## src/lithium_cell_charge_controller_top_macros.svh

```systemverilog
// Assertion macros shared by the charge controller RTL.
// Needs nothing; files that assert include it by name.
`ifndef LITHIUM_CELL_CHARGE_CONTROLLER_TOP_MACROS_SVH
`define LITHIUM_CELL_CHARGE_CONTROLLER_TOP_MACROS_SVH

// same-cycle implication
`define LCCC_ASSERT_NOW(lbl, clk, rst, ante, cons, msg) \
   lbl: assert property (@(posedge clk) disable iff (rst) (ante) |-> (cons)) else $error(msg);

// next-cycle implication
`define LCCC_ASSERT_NEXT(lbl, clk, rst, ante, cons, msg) \
   lbl: assert property (@(posedge clk) disable iff (rst) (ante) |=> (cons)) else $error(msg);

`endif

```

## src/lccc_pkg.sv

```systemverilog
// Types, constants and helper functions for the charge controller.
// No dependencies; used by every other RTL file.
`default_nettype none

package lccc_pkg;

   localparam int CELLS_DEF   = 6;
   localparam int INPUT_CELLS = 6;

   localparam logic [13:0] MAX_CURRENT_MA = 14'd10000;
   localparam logic [9:0]  OC_MARGIN_MA   = 10'd500;

   // start values that follow from the reset register contents
   localparam logic [12:0] RST_TARGET_MV = 13'd4200;
   localparam logic [9:0]  RST_BHYST_MV  = 10'd10;
   localparam logic [9:0]  RST_CHYST_MA  = 10'd50;
   localparam logic [15:0] RST_STABLE    = 16'd3000;
   localparam logic [13:0] RST_LIMIT     = 14'd50;
   localparam logic [10:0] RST_DIV10     = 11'd5;
   localparam logic [11:0] RST_DIV5      = 12'd10;

   typedef enum logic [2:0] {
      CSR_CHEM_TYPE    = 3'd0,
      CSR_CHARGE_MODE  = 3'd1,
      CSR_SET_CURRENT  = 3'd2,
      CSR_CELL_COUNT   = 3'd3,
      CSR_TARGET       = 3'd4,
      CSR_BALANCE_HYST = 3'd5,
      CSR_CURRENT_HYST = 3'd6,
      CSR_STABLE_TICKS = 3'd7
   } csr_idx_type;

   typedef enum logic [1:0] {
      PH_PRE  = 2'd0,
      PH_CCCV = 2'd1,
      PH_BAL  = 2'd2,
      PH_DONE = 2'd3
   } phase_type;

   localparam logic [1:0] MODE_BALANCE = 2'd0;
   localparam logic [1:0] MODE_FAST    = 2'd2;
   localparam logic [1:0] MODE_STORAGE = 2'd3;

   localparam logic [1:0] DRV_HOLD = 2'd0;
   localparam logic [1:0] DRV_UP   = 2'd1;
   localparam logic [1:0] DRV_DOWN = 2'd2;

   typedef struct packed {
      logic [12:0] target_mv;
      logic [13:0] limit_ma;
      logic [10:0] limit_div10;
      logic [11:0] limit_div5;
   } start_type;

   typedef struct packed {
      logic [1:0]  chem_type;
      logic [1:0]  charge_mode;
      logic [2:0]  cell_count;
      logic [9:0]  balance_hyst_mv;
      logic [9:0]  current_hyst_ma;
      logic [15:0] stable_ticks;
      start_type   start;
   } cfg_type;

   typedef struct packed {
      logic        start_req;
      logic [15:0] charge_current_ma;
      logic [15:0] cell1_mv;
      logic [15:0] cell2_mv;
      logic [15:0] cell3_mv;
      logic [15:0] cell4_mv;
      logic [15:0] cell5_mv;
      logic [15:0] cell6_mv;
   } req_type;

   typedef struct packed {
      logic [1:0] drive_cmd;
      logic       overcurrent_trip;
      logic       charger_off;
      logic [5:0] balance_mask;
      logic [1:0] phase;
      logic       cooling_on;
   } rsp_type;

   // precharge threshold per chemistry
   function automatic logic [11:0] precharge_mv(input logic [1:0] chem);
      logic [11:0] v;
      case (chem)
         2'd0:    v = 12'd3200;
         2'd3:    v = 12'd3300;
         default: v = 12'd2500;
      endcase
      return v;
   endfunction

   // x / 11 via reciprocal, exact for 13-bit x
   function automatic logic [9:0] div11(input logic [12:0] x);
      logic [29:0] p;
      p = x * 17'd95326;
      return p[29:20];
   endfunction

   // x / 10 via reciprocal, exact for 14-bit x
   function automatic logic [10:0] div10(input logic [13:0] x);
      logic [30:0] p;
      p = x * 17'd104858;
      return p[30:20];
   endfunction

   // x / 5 via reciprocal, exact for 14-bit x
   function automatic logic [11:0] div5(input logic [13:0] x);
      logic [31:0] p;
      p = x * 18'd209716;
      return p[31:20];
   endfunction

endpackage

`default_nettype wire

```

## src/lccc_csr.sv

```systemverilog
// Configuration register file plus registered start values (target, limit,
// limit/10, limit/5). Depends on lccc_pkg.
`default_nettype none

module lccc_csr
   import lccc_pkg::*;
(
   input  wire logic        clock,
   input  wire logic        reset,
   input  wire logic        csr_we,
   input  wire logic [2:0]  csr_idx,
   input  wire logic [15:0] csr_wdata,
   output cfg_type          cfg
);

   logic [1:0]  chem_ff, mode_ff;
   logic [13:0] set_cur_ff;
   logic [2:0]  count_ff;
   logic [12:0] target_ff;
   logic [9:0]  bhyst_ff, chyst_ff;
   logic [15:0] stable_ff;
   start_type   start_ff, start_in;

   always_ff @(posedge clock) begin
      if (reset) begin
         chem_ff    <= '0;
         mode_ff    <= '0;
         set_cur_ff <= '0;
         count_ff   <= '0;
         target_ff  <= RST_TARGET_MV;
         bhyst_ff   <= RST_BHYST_MV;
         chyst_ff   <= RST_CHYST_MA;
         stable_ff  <= RST_STABLE;
      end else if (csr_we) begin
         unique case (csr_idx_type'(csr_idx))
            CSR_CHEM_TYPE:    chem_ff    <= csr_wdata[1:0];
            CSR_CHARGE_MODE:  mode_ff    <= csr_wdata[1:0];
            CSR_SET_CURRENT:  set_cur_ff <= csr_wdata[13:0];
            CSR_CELL_COUNT:   count_ff   <= csr_wdata[2:0];
            CSR_TARGET:       target_ff  <= csr_wdata[12:0];
            CSR_BALANCE_HYST: bhyst_ff   <= csr_wdata[9:0];
            CSR_CURRENT_HYST: chyst_ff   <= csr_wdata[9:0];
            CSR_STABLE_TICKS: stable_ff  <= csr_wdata;
         endcase
      end
   end

   // values latched by a start, recomputed every cycle
   always_comb begin
      logic [13:0] lim;
      lim = (set_cur_ff > MAX_CURRENT_MA) ? MAX_CURRENT_MA : set_cur_ff;
      if (lim < {4'b0, chyst_ff}) begin
         lim = {4'b0, chyst_ff};
      end
      start_in.limit_ma    = lim;
      start_in.limit_div10 = div10(lim);
      start_in.limit_div5  = div5(lim);
      if (mode_ff == MODE_STORAGE) begin
         start_in.target_mv = target_ff - {3'b0, div11(target_ff)};
      end else begin
         start_in.target_mv = target_ff;
      end
   end

   always_ff @(posedge clock) begin
      if (reset) begin
         start_ff.target_mv   <= RST_TARGET_MV;
         start_ff.limit_ma    <= RST_LIMIT;
         start_ff.limit_div10 <= RST_DIV10;
         start_ff.limit_div5  <= RST_DIV5;
      end else begin
         start_ff <= start_in;
      end
   end

   assign cfg.chem_type       = chem_ff;
   assign cfg.charge_mode     = mode_ff;
   assign cfg.cell_count      = count_ff;
   assign cfg.balance_hyst_mv = bhyst_ff;
   assign cfg.current_hyst_ma = chyst_ff;
   assign cfg.stable_ticks    = stable_ff;
   assign cfg.start           = start_ff;

endmodule

`default_nettype wire

```

## config.mk

```make
export PLATFORM = sky130hd
export DESIGN_NAME = lccc_csr
export DESIGN_NICKNAME = d
export VERILOG_FILES = /design/src/lithium_cell_charge_controller_top_macros.svh /design/src/lccc_pkg.sv /design/src/lccc_csr.sv
export SDC_FILE = /design/constraint.sdc
export NUM_CORES = 1
export LEC_CHECK = 0
export ABC_CLOCK_PERIOD_IN_PS = 10700
export BUFFER_PORTS_ARGS = -buffer_cell sky130_fd_sc_hd__buf_2
export CAP_MARGIN = 20
export CELL_PAD_IN_SITES_DETAIL_PLACEMENT = 1
export CELL_PAD_IN_SITES_GLOBAL_PLACEMENT = 1
export CORE_UTILIZATION = 48
export CTS_BUF_LIST = sky130_fd_sc_hd__clkbuf_8
export CTS_CLUSTER_SIZE = 24
export DETAILED_ROUTE_END_ITERATION = 8
export GPL_TIMING_DRIVEN = 0
export HOLD_SLACK_MARGIN = 0.12
export PLACE_DENSITY = 0.86
export REMOVE_ABC_BUFFERS = 1
export SYNTH_ARGS = -nofsm -noshare
export SYNTH_HDL_FRONTEND = slang
export SYNTH_SLANG_ARGS = --single-unit
```

## constraint.sdc

```tcl
create_clock -name clock -period 10.7 [get_ports clock]
set_input_delay 1.07 -clock clock [delete_from_list [all_inputs] [get_ports clock]]
set_output_delay 1.07 -clock clock [all_outputs]
set_load 0.03 [all_outputs]
```

Word-level counts from Yosys, hierarchy flattened --
Index checks and enable logic that the tools add are counted.
Storage, ports and cells: register bits after elaboration 120, word-level logic and storage cells 38, bits of input ports 22, output and inout port bits 93
Operators by class: equal/unequal tests 8, magnitude comparators 2, add/sub/neg operators 1, reductions and logical operators 9, mux-type cells 3, multipliers 3
Operators with widths (number):
- multiplier 14 x 16 -> 30 bit (second input constant) | 2
- multiplier 13 x 16 -> 29 bit (second input constant) | 1
- two-way mux 14 bit | 2
- AND reduction 2 bit | 8
- > comparator 14 bit (second input constant) | 1
- less-than comparator 14 x 10 -> 1 bit | 1
- two-way mux 13 bit | 1
- subtractor 13 x 10 -> 13 bit | 1
- equality test 3 bit (second input constant) | 4
- equality test 3 x 2 -> 1 bit (second input constant) | 2
- equality test 3 x 1 -> 1 bit (second input constant) | 1
- logical NOT 3 bit | 1
- equality test 2 bit (second input constant) | 1

Depth between registers and ports, before layout --
Gate-level depths: netlist of the first run.
depth in word-level cells 5, depth in mapped cells 34, mapped depth without buffers 32

Worst setup path before layout of the first run --
No wires, ideal clock.
kind register -> register, start point register set_cur_ff[13], end point register start_ff, in the netlist cfg[19], stages on the path, launching flop included 34, arrival time 8.213 ns, setup slack 2.364 ns, buffers on the path 1, data required time 10.577 ns, library setup time 0.123 ns, cell sequence dfxtp_1 -> nand4_1 -> o21a_1 -> or2_2 -> clkbuf_1 -> and2_1 -> ha_1 -> a211oi_1 -> o211ai_1 -> a21oi_1 -> nand3_1 -> mux2_2 -> ha_1 -> inv_1 -> fa_1 -> inv_1 -> fa_1 -> inv_1 -> fa_1 -> inv_1 -> fa_1 -> inv_1 -> fa_1 -> inv_1 -> ha_1 -> nand4_1 -> nor2_1 -> a221o_1 -> o2bb2ai_1 -> a2111o_1 -> o41ai_4 -> o21bai_1 -> a21oi_1 -> mux2_1
RTL lines:
- start: declaration | line lccc_csr.sv:17 | logic [13:0] set_cur_ff;
- start signal: assignment | line lccc_csr.sv:38 | CSR_SET_CURRENT: set_cur_ff <= csr_wdata[13:0];
- end signal: assignment | line lccc_csr.sv:72 | start_ff <= start_in;
- end: declaration | line lccc_csr.sv:22 | start_type start_ff, start_in;

==> results of run 1 <==
per-stage QoR:
stage	total power [mW]	utilization (%)	setup WS [ps]	instance area, um^2	hold WS, ps
2_1_floorplan	1.14	-	2240	10900	438
3_3_place_gp	1.33	52.2	948	11800	439
3_5_place_dp	1.42	52.5	1040	11900	445
4_1_cts	1.68	53.3	886	12100	463
5_1_grt	1.82	53.4	270	12100	493
6_report	1.67	53.4	814	12100	460
critical path, delay by kind of cell, from the launching register on:
| kind | cells | cell delay (ps) |
|---|---|---|
| mux | 2 | 950 |
| flops | 1 | 500 |
| simple gates | 6 | 1600 |
| compound gates | 10 | 2760 |
| buf+inv | 6 | 420 |
| fa+ha+maj | 8 | 3550 |
state kept, by name, summed over array words and instances (netlist names):
register    count
chyst_ff       10
chem_ff         2
mode_ff         2
cfg            39
set_cur_ff     14
count_ff        3
stable_ff      16
target_ff      13
bhyst_ff       10
report_power, final:
group	switching, mW	total, mW	internal, mW
logic	0.575	0.974	0.399
clock network	0.164	0.256	0.0924
registers	0.0125	0.436	0.423
kinds of logic after synthesis:
group,after synthesis,share of synthesized area [%]
AO/OA/AOI/OAI,168,9.36
buffers and inverters,240,8.49
flip-flops,109,19.7
adder cells (fa/ha/maj),336,46.1
AND/OR/NAND/NOR,316,13.3
XOR/XNOR,29,2.29
multiplexers,9,0.857
final timing paths:
path	cells past startpoint	slack [ps]	endpoint	from
setup / recovery	32	810	cfg[19]$_SDFF_PP0_	set_cur_ff[13]$_SDFFE_PP0P_
hold reg to reg	2	460	stable_ff[2]$_SDFFE_PP0P_	stable_ff[2]$_SDFFE_PP0P_
setup reg to reg	32	810	cfg[19]$_SDFF_PP0_	set_cur_ff[13]$_SDFFE_PP0P_
hold / removal	2	460	stable_ff[2]$_SDFFE_PP0P_	stable_ff[2]$_SDFFE_PP0P_
layout make-up:
| class | instances | share of cell area, % |
|---|---|---|
| clock inverters | 7 | 0.631 |
| repair buffers | 118 | 5.17 |
| clock buffers | 9 | 1.02 |
| multi-input cells | 858 | 66.0 |
| flip-flops and latches | 109 | 18.1 |
| inverters | 199 | 6.18 |
| well taps | 285 | 2.95 |
metal layers:
layer	vias up	GRT usage (%)	part of all wire [%]
li1	4104	-	-
met1	4402	31.9	42
met2	180	50.2	52
met3	54	3.10	3.3
met4	0	8.95	2.7
met5	-	0	0
layout by cell type (no fill, tap or decap), types with 4 or more instances in the layout:
cell      instances
a211o_1           8
a211oi_1          7
a21o_1            4
a21oi_1          83
and2_1           10
buf_2           114
clkbuf_8          9
dfxtp_1         109
fa_1            121
ha_1            215
inv_1           199
mux2i_1           5
nand2_1         154
nand2b_1         13
nand3_1           8
nand3b_1         11
nand4_1          11
nor2_1           51
nor2b_1          15
nor3_1           12
nor4_1            4
o211ai_1          4
o21a_1            4
o21ai_0          29
o21bai_1          4
or2_2             9
or3_1             5
xnor2_1          19
xor2_1           10
==> qor_table.md, run 1 <==
| Item | Value | Unit |
| --- | --- | --- |
| Wire length of the first global-routing pass | 49900 | um |
| Area delta synth->final | 8.93 | % |
| Antenna fix cells | 0 | - |
| Number of enable-type register cells in the synthesized netlist | 0 | - |
| Clk sink count | 109 | - |
| Pins over their slew limit | 0 | - |
| Vias per cell | 5.51 | - |
| Worst Setup Start Kind | flop | - |
| Y dimension of the die | 154 | um |
| Setup TNS after final layout | 0 | ps |
| Average size of a mapped cell | 9.19 | um^2 |
| Remaining antenna violation count after routing | 0 | - |
| Most used standard cells in the synthesized netlist | ha_1, inv_1, nand2_1 | - |
| Register cell area after layout | 0.00218 | mm^2 |
| Post-CTS Resized | 0 | - |
| Final net count | 1653 | - |
| Share of post-route cells with drive strength above 1 | 11.7 | % |
| Cells after Synth | 1207 | - |
| Final wirelength | 30600 | um |
| Overall overflow remaining after global route | 0 | - |
| Top cell by count, worst path | inv_1 | - |
| Area of the mapped netlist | 0.0111 | mm^2 |
| Count of hold buffers inserted by post-cts repair | 0 | - |
| Endpoint arrival time on the critical path | 10170 | ps |
| Fin cells | 1585 | - |
| Relative slew slack | 37.8 | % |
| Multi-input logic area | 0.00798 | mm^2 |
| Sequential area share after synthesis | 19.7 | % |
| DIE AREA | 0.0237 | mm^2 |
| Number of port buffers | 114 | - |
| Hold violation total from the final report | 0 | - |
| Synthesis-stage register bit count | 109 | - |
| Number of DRC violations after detailed routing | 0 | - |
| Core region area | 0.0226 | mm^2 |
| Total Routing Usage GR | 26.9 | % |
| RSZ-0062 raised after global routing | no | - |
| CP required | 10990 | ps |
| Maximum resistive drop on vdd | 72.4 | uV |
| Number of clock buffers inserted by TritonCTS | 9 | - |
| Filler instances | 2667 | - |
| Count of different cell masters after synthesis | 56 | - |
| Synth top area cells | ha_1, fa_1, dfxtp_1 | - |
| DRT iter0 DRCs | 328 | - |
| Setup-violating endpoint count in the final report | 0 | - |
| Post-CTS setup repair buffer count | 0 | - |
| Power density over cell area | 138 | mW/mm^2 |
| Synth async-reset ratio | 0 | % |
| Portion of the clock cycle consumed by the worst path in the final layout | 92.4 | % |
| Crit path time final | 9890 | ps |
| Weighted congestion reported at the end of routability-driven placement | 0.910 | - |
| Crit end category | flop | - |
| Worst Hold Class | reg -> reg | - |
| Placed instance count | 1568 | - |
| Average wire per standard cell | 19.3 | um |
| TritonCTS clock tree | built | - |
| Initial cell density of the core | 49.0 | % |
| Slowest stage delay, CP | 610 | ps |
| Post-CTS clock slew at the launch and capture registers of the worst setup and hold paths | 130 | ps |
| Setup skew after layout | 28.0 | ps |
| Area share of the leading cell type in the synthesized netlist | 24.2 | % |
| Max-cap violation count | 0 | - |
| Via count of the first global-routing pass | 9817 | - |
| Detailed-routing iteration count for the pre-antenna-repair pass | 4 | - |
| Latest clock arrival within the worst-skew pair | 400 | ps |
| Io pins | 115 | - |
| Maximum level of the CTS H-tree | 3 | - |
| Clock root buffer | clkbuf_8 | - |
| Status | finished, final reports clean | - |
| Placement row count | 55 | - |
| Library cell with the highest instance count after synthesis | ha_1 | - |
| Cell with the biggest individual delay on the critical path | mux2_2 | - |
| Max Fclk | 101 | MHz |
| Yosys synthesis warning count | 0 | - |
| Largest area contributor in the netlist | ha_1 | - |
| Number of antenna violations at the first check in global routing | 0 | - |
| Die outline width | 154 | um |
| Total vias in the final route | 8740 | - |
| Cell leakage power | 6.26 | nW |
| Largest net degree at the start of global routing | 97 | - |
| Half-perimeter wire length of the detailed placement result | 25500 | um |
| CTS Buffer Depth | 2 | - |
| Maximum fanout along the worst path | 18 | - |
| Flip-flop cell with the highest count after synthesis | dfxtp_1 | - |
| Transition time of the tightest slew-check pin | 928 | ps |
| Crit Path Category | reg -> reg | - |
Note: power is estimated with default switching activity, not from simulation.
==> inputs of run 2 (changes only) <==
--- a/config.mk
+++ b/config.mk
@@ -5,19 +5,21 @@
 export SDC_FILE = /design/constraint.sdc
 export NUM_CORES = 1
 export LEC_CHECK = 0
+export ABC_AREA = 1
 export ABC_CLOCK_PERIOD_IN_PS = 10700
 export BUFFER_PORTS_ARGS = -buffer_cell sky130_fd_sc_hd__buf_2
 export CAP_MARGIN = 20
 export CELL_PAD_IN_SITES_DETAIL_PLACEMENT = 1
 export CELL_PAD_IN_SITES_GLOBAL_PLACEMENT = 1
-export CORE_UTILIZATION = 48
+export CORE_UTILIZATION = 47
 export CTS_BUF_LIST = sky130_fd_sc_hd__clkbuf_8
 export CTS_CLUSTER_SIZE = 24
 export DETAILED_ROUTE_END_ITERATION = 8
 export GPL_TIMING_DRIVEN = 0
 export HOLD_SLACK_MARGIN = 0.12
-export PLACE_DENSITY = 0.86
+export PLACE_DENSITY = 0.85
 export REMOVE_ABC_BUFFERS = 1
 export SYNTH_ARGS = -nofsm -noshare
 export SYNTH_HDL_FRONTEND = slang
 export SYNTH_SLANG_ARGS = --single-unit
+export TNS_END_PERCENT = 50
==> qor_table.md, run 2 <==
| Item | Value | Unit | vs previous |
| --- | --- | --- | --- |
| Status | finished, final reports clean | - |  |
| P_sw | 1.45 | mW | +94% |
| Power density over cell area | 215 | mW/mm^2 | +56% |
| Largest net degree at the start of global routing | 68 | - | -30% |
| Clock root buffer | clkbuf_8 | - |  |
| Cell leakage power | 6.79 | nW | +8.4% |
| Logic depth of the worst register-to-register path | 36 | - | +13% |
| Final wirelength | 37400 | um | +22% |
| Worst R2R Start | set_cur_ff[13]$_SDFFE_PP0P_ | - |  |
| Area after DPL | 0.0124 | mm^2 | +4.5% |
| Min-delay src | bhyst_ff[1]$_SDFFE_PP1P_ | - |  |
| Net switching fraction of the power | 53.5 | % | +8.5 points |
| Synthesis-stage register bit count | 109 | - | unchanged |
| Count of different cell masters after synthesis | 44 | - | -21% |
| Hold violation total from the final report | 0 | - | unchanged |
| Total vias in the final route | 10100 | - | +15% |
| Library cell with the highest instance count after synthesis | inv_1 | - |  |
| Internal power consumption | 1.26 | mW | +38% |
| Number of enable-type register cells in the synthesized netlist | 0 | - | unchanged |
| Average size of a mapped cell | 8.32 | um^2 | -9.5% |
| RSZ-0062 raised after global routing | no | - |  |
| Final net count | 1843 | - | +11% |
| Latest clock arrival within the worst-skew pair | 410 | ps | about the same |
| Crit Path Category | reg -> reg | - |  |
| Post-CTS Resized | 0 | - | unchanged |
| Via count of the first global-routing pass | 11300 | - | +15% |
| Area delta synth->final | 9.04 | % | about the same |
| Number of DRC violations after detailed routing | 0 | - | unchanged |
| Number of cells traversed by the worst hold path | 2 | - | unchanged |
| CP required | 11010 | ps | +20 ps |
| Io pins | 115 | - | unchanged |
| Sequential area share after synthesis | 18.9 | % | -0.81 points |
| Antenna fix cells | 0 | - | unchanged |
| Initial cell density of the core | 47.7 | % | -1.3 points |
| Pins over their slew limit | 0 | - | unchanged |
| Multi-input logic area | 0.00820 | mm^2 | +2.8% |
| Maximum level of the CTS H-tree | 3 | - | unchanged |
| Most common library cell in the layout ignoring fill and taps | inv_1 | - |  |
| Area of all placed cells without fillers | 0.0126 | mm^2 | +4.4% |
| Filler instances | 3053 | - | +14% |
| Clock network power share | 10.2 | % | -5.2 points |
| Die outline width | 159 | um | +3.2% |
| Number of antenna violations at the first check in global routing | 0 | - | unchanged |
| Weighted congestion reported at the end of routability-driven placement | 0.907 | - | -0.26% |
| Total Routing Usage GR | 30.1 | % | +3.1 points |
| Max Fclk | 111 | MHz | +10% |
| Largest area contributor in the netlist | ha_1 | - |  |
| Portion of the clock cycle consumed by the worst path in the final layout | 83.9 | % | -8.5 points |
| Placed instance count | 1796 | - | +15% |
| TritonCTS clock tree | built | - |  |
| Post-CTS clock slew at the launch and capture registers of the worst setup and hold paths | 120 | ps | about the same |
| Wire length of the first global-routing pass | 59300 | um | +19% |
| Vias per cell | 5.56 | - | +0.83% |
| Cells after Synth | 1391 | - | +15% |
| Average wire per standard cell | 20.6 | um | +6.9% |
| Total design power | 2.72 | mW | +63% |
| Yosys synthesis warning count | 0 | - | unchanged |
| Fin cells | 1814 | - | +14% |
| CTS Buffer Depth | 2 | - | unchanged |
| Area of the mapped netlist | 0.0116 | mm^2 | +4.3% |
| Transition time of the tightest slew-check pin | 1110 | ps | +178 ps |
| Endpoint of the worst-slack reg-to-reg timing path | cfg[22]$_SDFF_PP0_ | - |  |
| Detailed-routing iteration count for the pre-antenna-repair pass | 5 | - | +1 |
| Synth async-reset ratio | 0 | % | unchanged |
| Combinational Power Share | 73.4 | % | +15 points |
| Max-cap violation count | 0 | - | unchanged |
| Number of clock buffers inserted by TritonCTS | 9 | - | unchanged |
| Register cell area after layout | 0.00218 | mm^2 | unchanged |
| Crit end category | flop | - |  |
| Placement row count | 57 | - | +3.6% |
| Relative slew slack | 25.5 | % | -12 points |
| Endpoint arrival time on the critical path | 9290 | ps | -880 ps |
| Maximum resistive drop on vdd | 106 | uV | +47% |
| Category of cells accounting for the largest share of critical-path delay | adder cells | - |  |
| DIE AREA | 0.0253 | mm^2 | +6.4% |
| DRT iter0 DRCs | 506 | - | +54% |
| Setup skew after layout | 15.5 | ps | -12.5 ps |
| Number of port buffers | 114 | - | unchanged |
| Slowest stage delay, CP | 940 | ps | +330 ps |
| Worst Hold Class | reg -> reg | - |  |
| Share of total power in sequential cells | 16.4 | % | -9.8 points |
| Flip-flop cell with the highest count after synthesis | dfxtp_1 | - |  |
| Post-CTS setup repair buffer count | 0 | - | unchanged |
| Min-Delay Endpoint | bhyst_ff[1]$_SDFFE_PP1P_ | - |  |
| Count of hold buffers inserted by post-cts repair | 0 | - | unchanged |
| Met3 usage | 5.65 | % | +2.6 points |
| Met2 usage | 53.4 | % | +3.2 points |
| Global routing met1 resource utilization | 34.4 | % | +2.5 points |
| Clk sink count | 109 | - | unchanged |
| Maximum fanout along the worst path | 19 | - | +1 |
| Crit path time final | 8980 | ps | -907 ps |
| Overall overflow remaining after global route | 0 | - | unchanged |
| Number of buffers and inverters on the critical path | 6 | - | unchanged |
| Most used cells in the layout excluding fill and tap cells | inv_1, ha_1, nor2_1, nand2_1, fa_1 | - |  |
| Worst Setup Start Kind | flop | - |  |
| Max reg flops | 39 | - | unchanged |
| Y dimension of the die | 159 | um | +3.2% |
| Core region area | 0.0242 | mm^2 | +7.1% |
| Share of post-route cells with drive strength above 1 | 10.5 | % | -1.2 points |
| Half-perimeter wire length of the detailed placement result | 29400 | um | +16% |
| R2R setup slack | 1720 | ps | +910 ps |
| Synth top area cells | ha_1, fa_1, dfxtp_1 | - |  |
| Most used standard cells in the synthesized netlist | inv_1, ha_1, nor2_1 | - |  |
| Remaining antenna violation count after routing | 0 | - | unchanged |
| Layer with the highest usage after global routing | met2 | - |  |
| Area share of the leading cell type in the synthesized netlist | 23.2 | % | -1.0 points |
| Cell with the biggest individual delay on the critical path | o21ai_0 | - |  |
| Setup-violating endpoint count in the final report | 0 | - | unchanged |
| Top cell by count, worst path | inv_1 | - |  |
| Setup TNS after final layout | 0 | ps | unchanged |
==> run 2: cell types whose count changed in the layout (fill, tap and decap cells not counted), moves of 6 or more <==
cell      delta
a211o_1      -8
a21oi_1     +17
and2_1       -9
inv_1       +65
inv_2        +6
nand2_1     -13
nand2_2      +7
nand2b_1    -13
nand3_1     +35
nand3b_1    -10
nor2_1      +99
nor2b_1     -15
o21ai_0     +70
xnor2_1     -13
==> run 2: worst max-delay path by stage <==
| stage | from | end | slack, ps | cells after the start |
|---|---|---|---|---|
| 2_1_floorplan | set_cur_ff[13]$_SDFFE_PP0P_ | cfg[20]$_SDFF_PP0_ | 3450 | 36 |
| 3_3_place_gp | set_cur_ff[6]$_SDFFE_PP0P_ | cfg[22]$_SDFF_PP0_ | 2080 | 34 |
| 3_5_place_dp | set_cur_ff[6]$_SDFFE_PP0P_ | cfg[22]$_SDFF_PP0_ | 2240 | 34 |
| 4_1_cts | set_cur_ff[13]$_SDFFE_PP0P_ | cfg[22]$_SDFF_PP0_ | 1890 | 36 |
| 5_1_grt | set_cur_ff[6]$_SDFFE_PP0P_ | cfg[22]$_SDFF_PP0_ | 1310 | 37 |
| 6_report | set_cur_ff[13]$_SDFFE_PP0P_ | cfg[22]$_SDFF_PP0_ | 1720 | 36 |
==> run 2: metal layers <==
layer / wire length, um / share of wire, %
met1: 14900 / 40
met4: 1840 / 4.9
met5: 0 / 0
met3: 2230 / 6.0
met2: 18500 / 49
==> run 2: worst reg2reg max path, delay by kind of cell (launching register included) <==
| family | cells | cell delay, ps |
|---|---|---|
| adder cells (fa/ha/maj) | 8 | 3220 |
| buffers and inverters | 6 | 680 |
| AND/OR/NAND/NOR | 15 | 2070 |
| AO/OA/AOI/OAI | 7 | 2450 |
| flip-flops | 1 | 460 |
==> run 2: area by class of cell <==
type	count	share of cell area, %
inverters	271	8.06
clock buffers	9	0.981
flip-flops and latches	109	17.3
well taps	324	3.21
repair buffers	119	4.92
clock inverters	7	0.585
multi-input cells	975	65.0
==> run 2: cell families after synthesis <==
group	count (synthesis)	synth area share, %
compound gates	236	11.0
xor+xnor	20	1.51
fa+ha+maj	336	44.2
buf+inv	307	10.3
flops	109	18.9
simple gates	383	14.1
==> run 2: metrics by stage <==
step / hold slack [ps] / worst slack, ps / utilization (%)
2_1_floorplan: 446 / 3450 / -
3_3_place_gp: 434 / 2080 / 51.0
3_5_place_dp: 451 / 2240 / 51.2
4_1_cts: 480 / 1890 / 52.0
5_1_grt: 503 / 1310 / 52.0
6_report: 473 / 1720 / 52.0
==> run 2: power groups by stage <==
stage	clock network [mW]	registers [mW]	logic, mW
6_report	0.278	0.446	1.99
5_1_grt	0.296	0.449	2.21
4_1_cts	0.280	0.446	1.98
3_5_place_dp	0	0.455	1.92
3_3_place_gp	0	0.454	1.76
2_1_floorplan	0	0.506	1.32
==> inputs of run 3 (changes only) <==
--- a/config.mk
+++ b/config.mk
@@ -5,19 +5,19 @@
 export SDC_FILE = /design/constraint.sdc
 export NUM_CORES = 1
 export LEC_CHECK = 0
-export ABC_AREA = 1
-export ABC_CLOCK_PERIOD_IN_PS = 10700
+export ABC_AREA = 0
+export ABC_CLOCK_PERIOD_IN_PS = 7250
 export BUFFER_PORTS_ARGS = -buffer_cell sky130_fd_sc_hd__buf_2
 export CAP_MARGIN = 20
 export CELL_PAD_IN_SITES_DETAIL_PLACEMENT = 1
 export CELL_PAD_IN_SITES_GLOBAL_PLACEMENT = 1
-export CORE_UTILIZATION = 47
+export CORE_UTILIZATION = 43
 export CTS_BUF_LIST = sky130_fd_sc_hd__clkbuf_8
 export CTS_CLUSTER_SIZE = 24
 export DETAILED_ROUTE_END_ITERATION = 8
 export GPL_TIMING_DRIVEN = 0
 export HOLD_SLACK_MARGIN = 0.12
-export PLACE_DENSITY = 0.85
+export PLACE_DENSITY = 0.81
 export REMOVE_ABC_BUFFERS = 1
 export SYNTH_ARGS = -nofsm -noshare
 export SYNTH_HDL_FRONTEND = slang
==> constraint.sdc (replaced) <==
create_clock -name clock -period 7.25 [get_ports clock]
set_input_delay 0.725 -clock clock [delete_from_list [all_inputs] [get_ports clock]]
set_output_delay 0.725 -clock clock [all_outputs]
set_load 0.03 [all_outputs]
==> qor_table.md, run 3 (synthesis results as in run 1) <==
| Item | Value | Unit | vs previous |
| --- | --- | --- | --- |
| Status | complete, but fails checks | - |  |
| Violated checks | setup timing | - |  |
| Crit end category | flop | - |  |
| Relative slew slack | 29.3 | % | +3.8 points |
| Setup skew after layout | 22.9 | ps | +7.44 ps |
| Logic depth of the worst register-to-register path | 35 | - | -2.8% |
| R2R setup slack | -1040 | ps | -2760 ps |
| Smallest setup slack after layout | -1040 | ps | -2760 ps |
| Portion of the clock cycle consumed by the worst path in the final layout | 114 | % | +30 points |
| Slowest stage delay, CP | 540 | ps | -400 ps |
| Max Fclk | 121 | MHz | +8.3% |
| Share of the core filled with cells in the final layout | 52.6 | % | +0.50 points |
| Share of post-route cells with drive strength above 1 | 23.8 | % | +13 points |
| Worst hold slack | 461 | ps | -11.5 ps |
| Io pins | 115 | - | unchanged |
| Hold violation total from the final report | 0 | - | unchanged |
| CP required | 7580 | ps | -3430 ps |
| Origin of the worst setup path | set_cur_ff[12]$_SDFFE_PP0P_ | - |  |
| Average wire per standard cell | 23.5 | um | +14% |
| Detailed-routing iteration count for the pre-antenna-repair pass | 5 | - | unchanged |
| Latest clock arrival within the worst-skew pair | 410 | ps | about the same |
| Endpoint arrival time on the critical path | 8620 | ps | -670 ps |
| Top cell by count, worst path | buf_4 | - |  |
| Worst Hold Class | reg -> reg | - |  |
| Placed instance count | 1613 | - | -10% |
| CTS Buffer Depth | 2 | - | unchanged |
| Number of DRC violations after detailed routing | 0 | - | unchanged |
| Transition time of the tightest slew-check pin | 1060 | ps | -49.1 ps |
| Power density over cell area | 211 | mW/mm^2 | -1.8% |
| Post-CTS clock slew at the launch and capture registers of the worst setup and hold paths | 140 | ps | +20 ps |
| Pins over their slew limit | 0 | - | unchanged |
| Area of all placed cells without fillers | 0.0133 | mm^2 | +5.2% |
| Clock root buffer | clkbuf_8 | - |  |
| Min-Delay Endpoint | stable_ff[1]$_SDFFE_PP0P_ | - |  |
| Setup slack at placement | -2220 | ps | -4470 ps |
| Number of antenna violations at the first check in global routing | 1 | - | +1 |
| Final wirelength | 39800 | um | +6.3% |
| Antenna fix cells | 0 | - | unchanged |
| TritonCTS clock tree | built | - |  |
| Number of clock buffers inserted by TritonCTS | 9 | - | unchanged |
| Area after DPL | 0.0119 | mm^2 | -3.8% |
| Core region area | 0.0253 | mm^2 | +4.1% |
| Cell with the biggest individual delay on the critical path | fa_1 | - |  |
| Number of port buffers | 114 | - | unchanged |
| Min-delay src | stable_ff[1]$_SDFFE_PP0P_ | - |  |
| Via count of the first global-routing pass | 10300 | - | -9.1% |
| Y dimension of the die | 163 | um | +2.3% |
| Crit Path Category | reg -> reg | - |  |
| Total vias in the final route | 9528 | - | -5.5% |
| Number of cells traversed by the worst hold path | 2 | - | unchanged |
| Maximum level of the CTS H-tree | 3 | - | unchanged |
| Max reg flops | 39 | - | unchanged |
| Filler instances | 2901 | - | -5.0% |
| DIE AREA | 0.0265 | mm^2 | +4.7% |
| Weighted congestion reported at the end of routability-driven placement | 0.916 | - | +1.0% |
| Most used cells in the layout excluding fill and tap cells | ha_1, inv_1, nand2_1, fa_1, buf_2 | - |  |
| Worst R2R Start | set_cur_ff[12]$_SDFFE_PP0P_ | - |  |
| Overall overflow remaining after global route | 0 | - | unchanged |
| Placement row count | 58 | - | +1.8% |
| Wire length of the first global-routing pass | 56200 | um | -5.1% |
| Half-perimeter wire length of the detailed placement result | 25100 | um | -15% |
| Largest net degree at the start of global routing | 93 | - | +37% |
| Setup-violating endpoint count in the final report | 12 | - | +12 |
| Maximum resistive drop on vdd | 150 | uV | +41% |
| Final net count | 1714 | - | -7.0% |
| RSZ-0062 raised after global routing | yes | - |  |
| Initial cell density of the core | 43.9 | % | -3.8 points |
| Max-cap violation count | 0 | - | unchanged |
| Remaining antenna violation count after routing | 0 | - | unchanged |
| Worst Setup Start Kind | flop | - |  |
| DRT iter0 DRCs | 557 | - | +10% |
| Most common library cell in the layout ignoring fill and taps | ha_1 | - |  |
| Maximum fanout along the worst path | 6 | - | -13 |
| Total Routing Usage GR | 27.9 | % | -2.2 points |
| Clk sink count | 109 | - | unchanged |
| Die outline width | 163 | um | +2.3% |
| Area delta synth->final | 19.6 | % |  |
| Vias per cell | 5.63 | - | +1.3% |
| Cell leakage power | 6.66 | nW | -1.8% |
| Fin cells | 1691 | - | -6.8% |
| Crit path time final | 8290 | ps | -686 ps |
| Endpoint of the worst-slack reg-to-reg timing path | cfg[22]$_SDFF_PP0_ | - |  |
## run 3: repair_timing
item	4_1_cts	5_1_grt
gates cloned	2	0
buffers inserted	34	26
endpoints found under the setup margin	15	17
pin swaps	57	32
resized for setup	126	39
hold buffers	0	0
## run 3: critical path, delay by kind of cell, from the launching register on
kind	cells	cell delay [ps]
AOI/OAI and AO/OA	13	3190
DFF	1	380
buffers and inverters	10	1150
and+or+nand+nor	5	760
adders and majority gates	7	2740
## run 3: layout make-up
| class | count | area [um^2] | area share [%] |
|---|---|---|---|
| timing repair buffer | 177 | 1080 | 8.15 |
| clock inverter | 7 | 98.8 | 0.745 |
| tap | 330 | 413 | 3.11 |
| multi-input combinational | 860 | 8570 | 64.6 |
| clock buffer | 9 | 124 | 0.933 |
| sequential | 109 | 2240 | 16.9 |
| inverter | 199 | 749 | 5.65 |
## run 3: metal layers
metal | track usage [%] | share of wire, %
met4 | 13.9 | 7.8
met2 | 50.7 | 50
met5 | 0 | 0.035
met3 | 4.89 | 5.0
met1 | 31.3 | 37
## run 3: metrics by stage
step | setup TNS, ps | total power [mW]
2_1_floorplan | -8550 | 1.68
3_3_place_gp | -24400 | 1.97
3_5_place_dp | -21410 | 2.08
4_1_cts | -3780 | 2.64
5_1_grt | -11330 | 3.00
6_report | -8540 | 2.80
## run 3: power breakdown
group          leakage, nW  internal (mW)  switching, mW  total, mW
Combinational         5.66          0.736           1.00       1.74
Sequential           0.896          0.622         0.0182      0.641
Clock                0.111          0.148          0.276      0.424
Total                 6.66           1.51           1.30       2.80
## run 3: how the worst max path moves through the flow
stage | endpoint | slack, ps | cells past startpoint
2_1_floorplan | cfg[19]$_SDFF_PP0_ | -1210 | 32
3_3_place_gp | cfg[19]$_SDFF_PP0_ | -2450 | 28
3_5_place_dp | cfg[19]$_SDFF_PP0_ | -2220 | 32
4_1_cts | cfg[22]$_SDFF_PP0_ | -680 | 33
5_1_grt | cfg[22]$_SDFF_PP0_ | -1250 | 35
6_report | cfg[22]$_SDFF_PP0_ | -1040 | 35
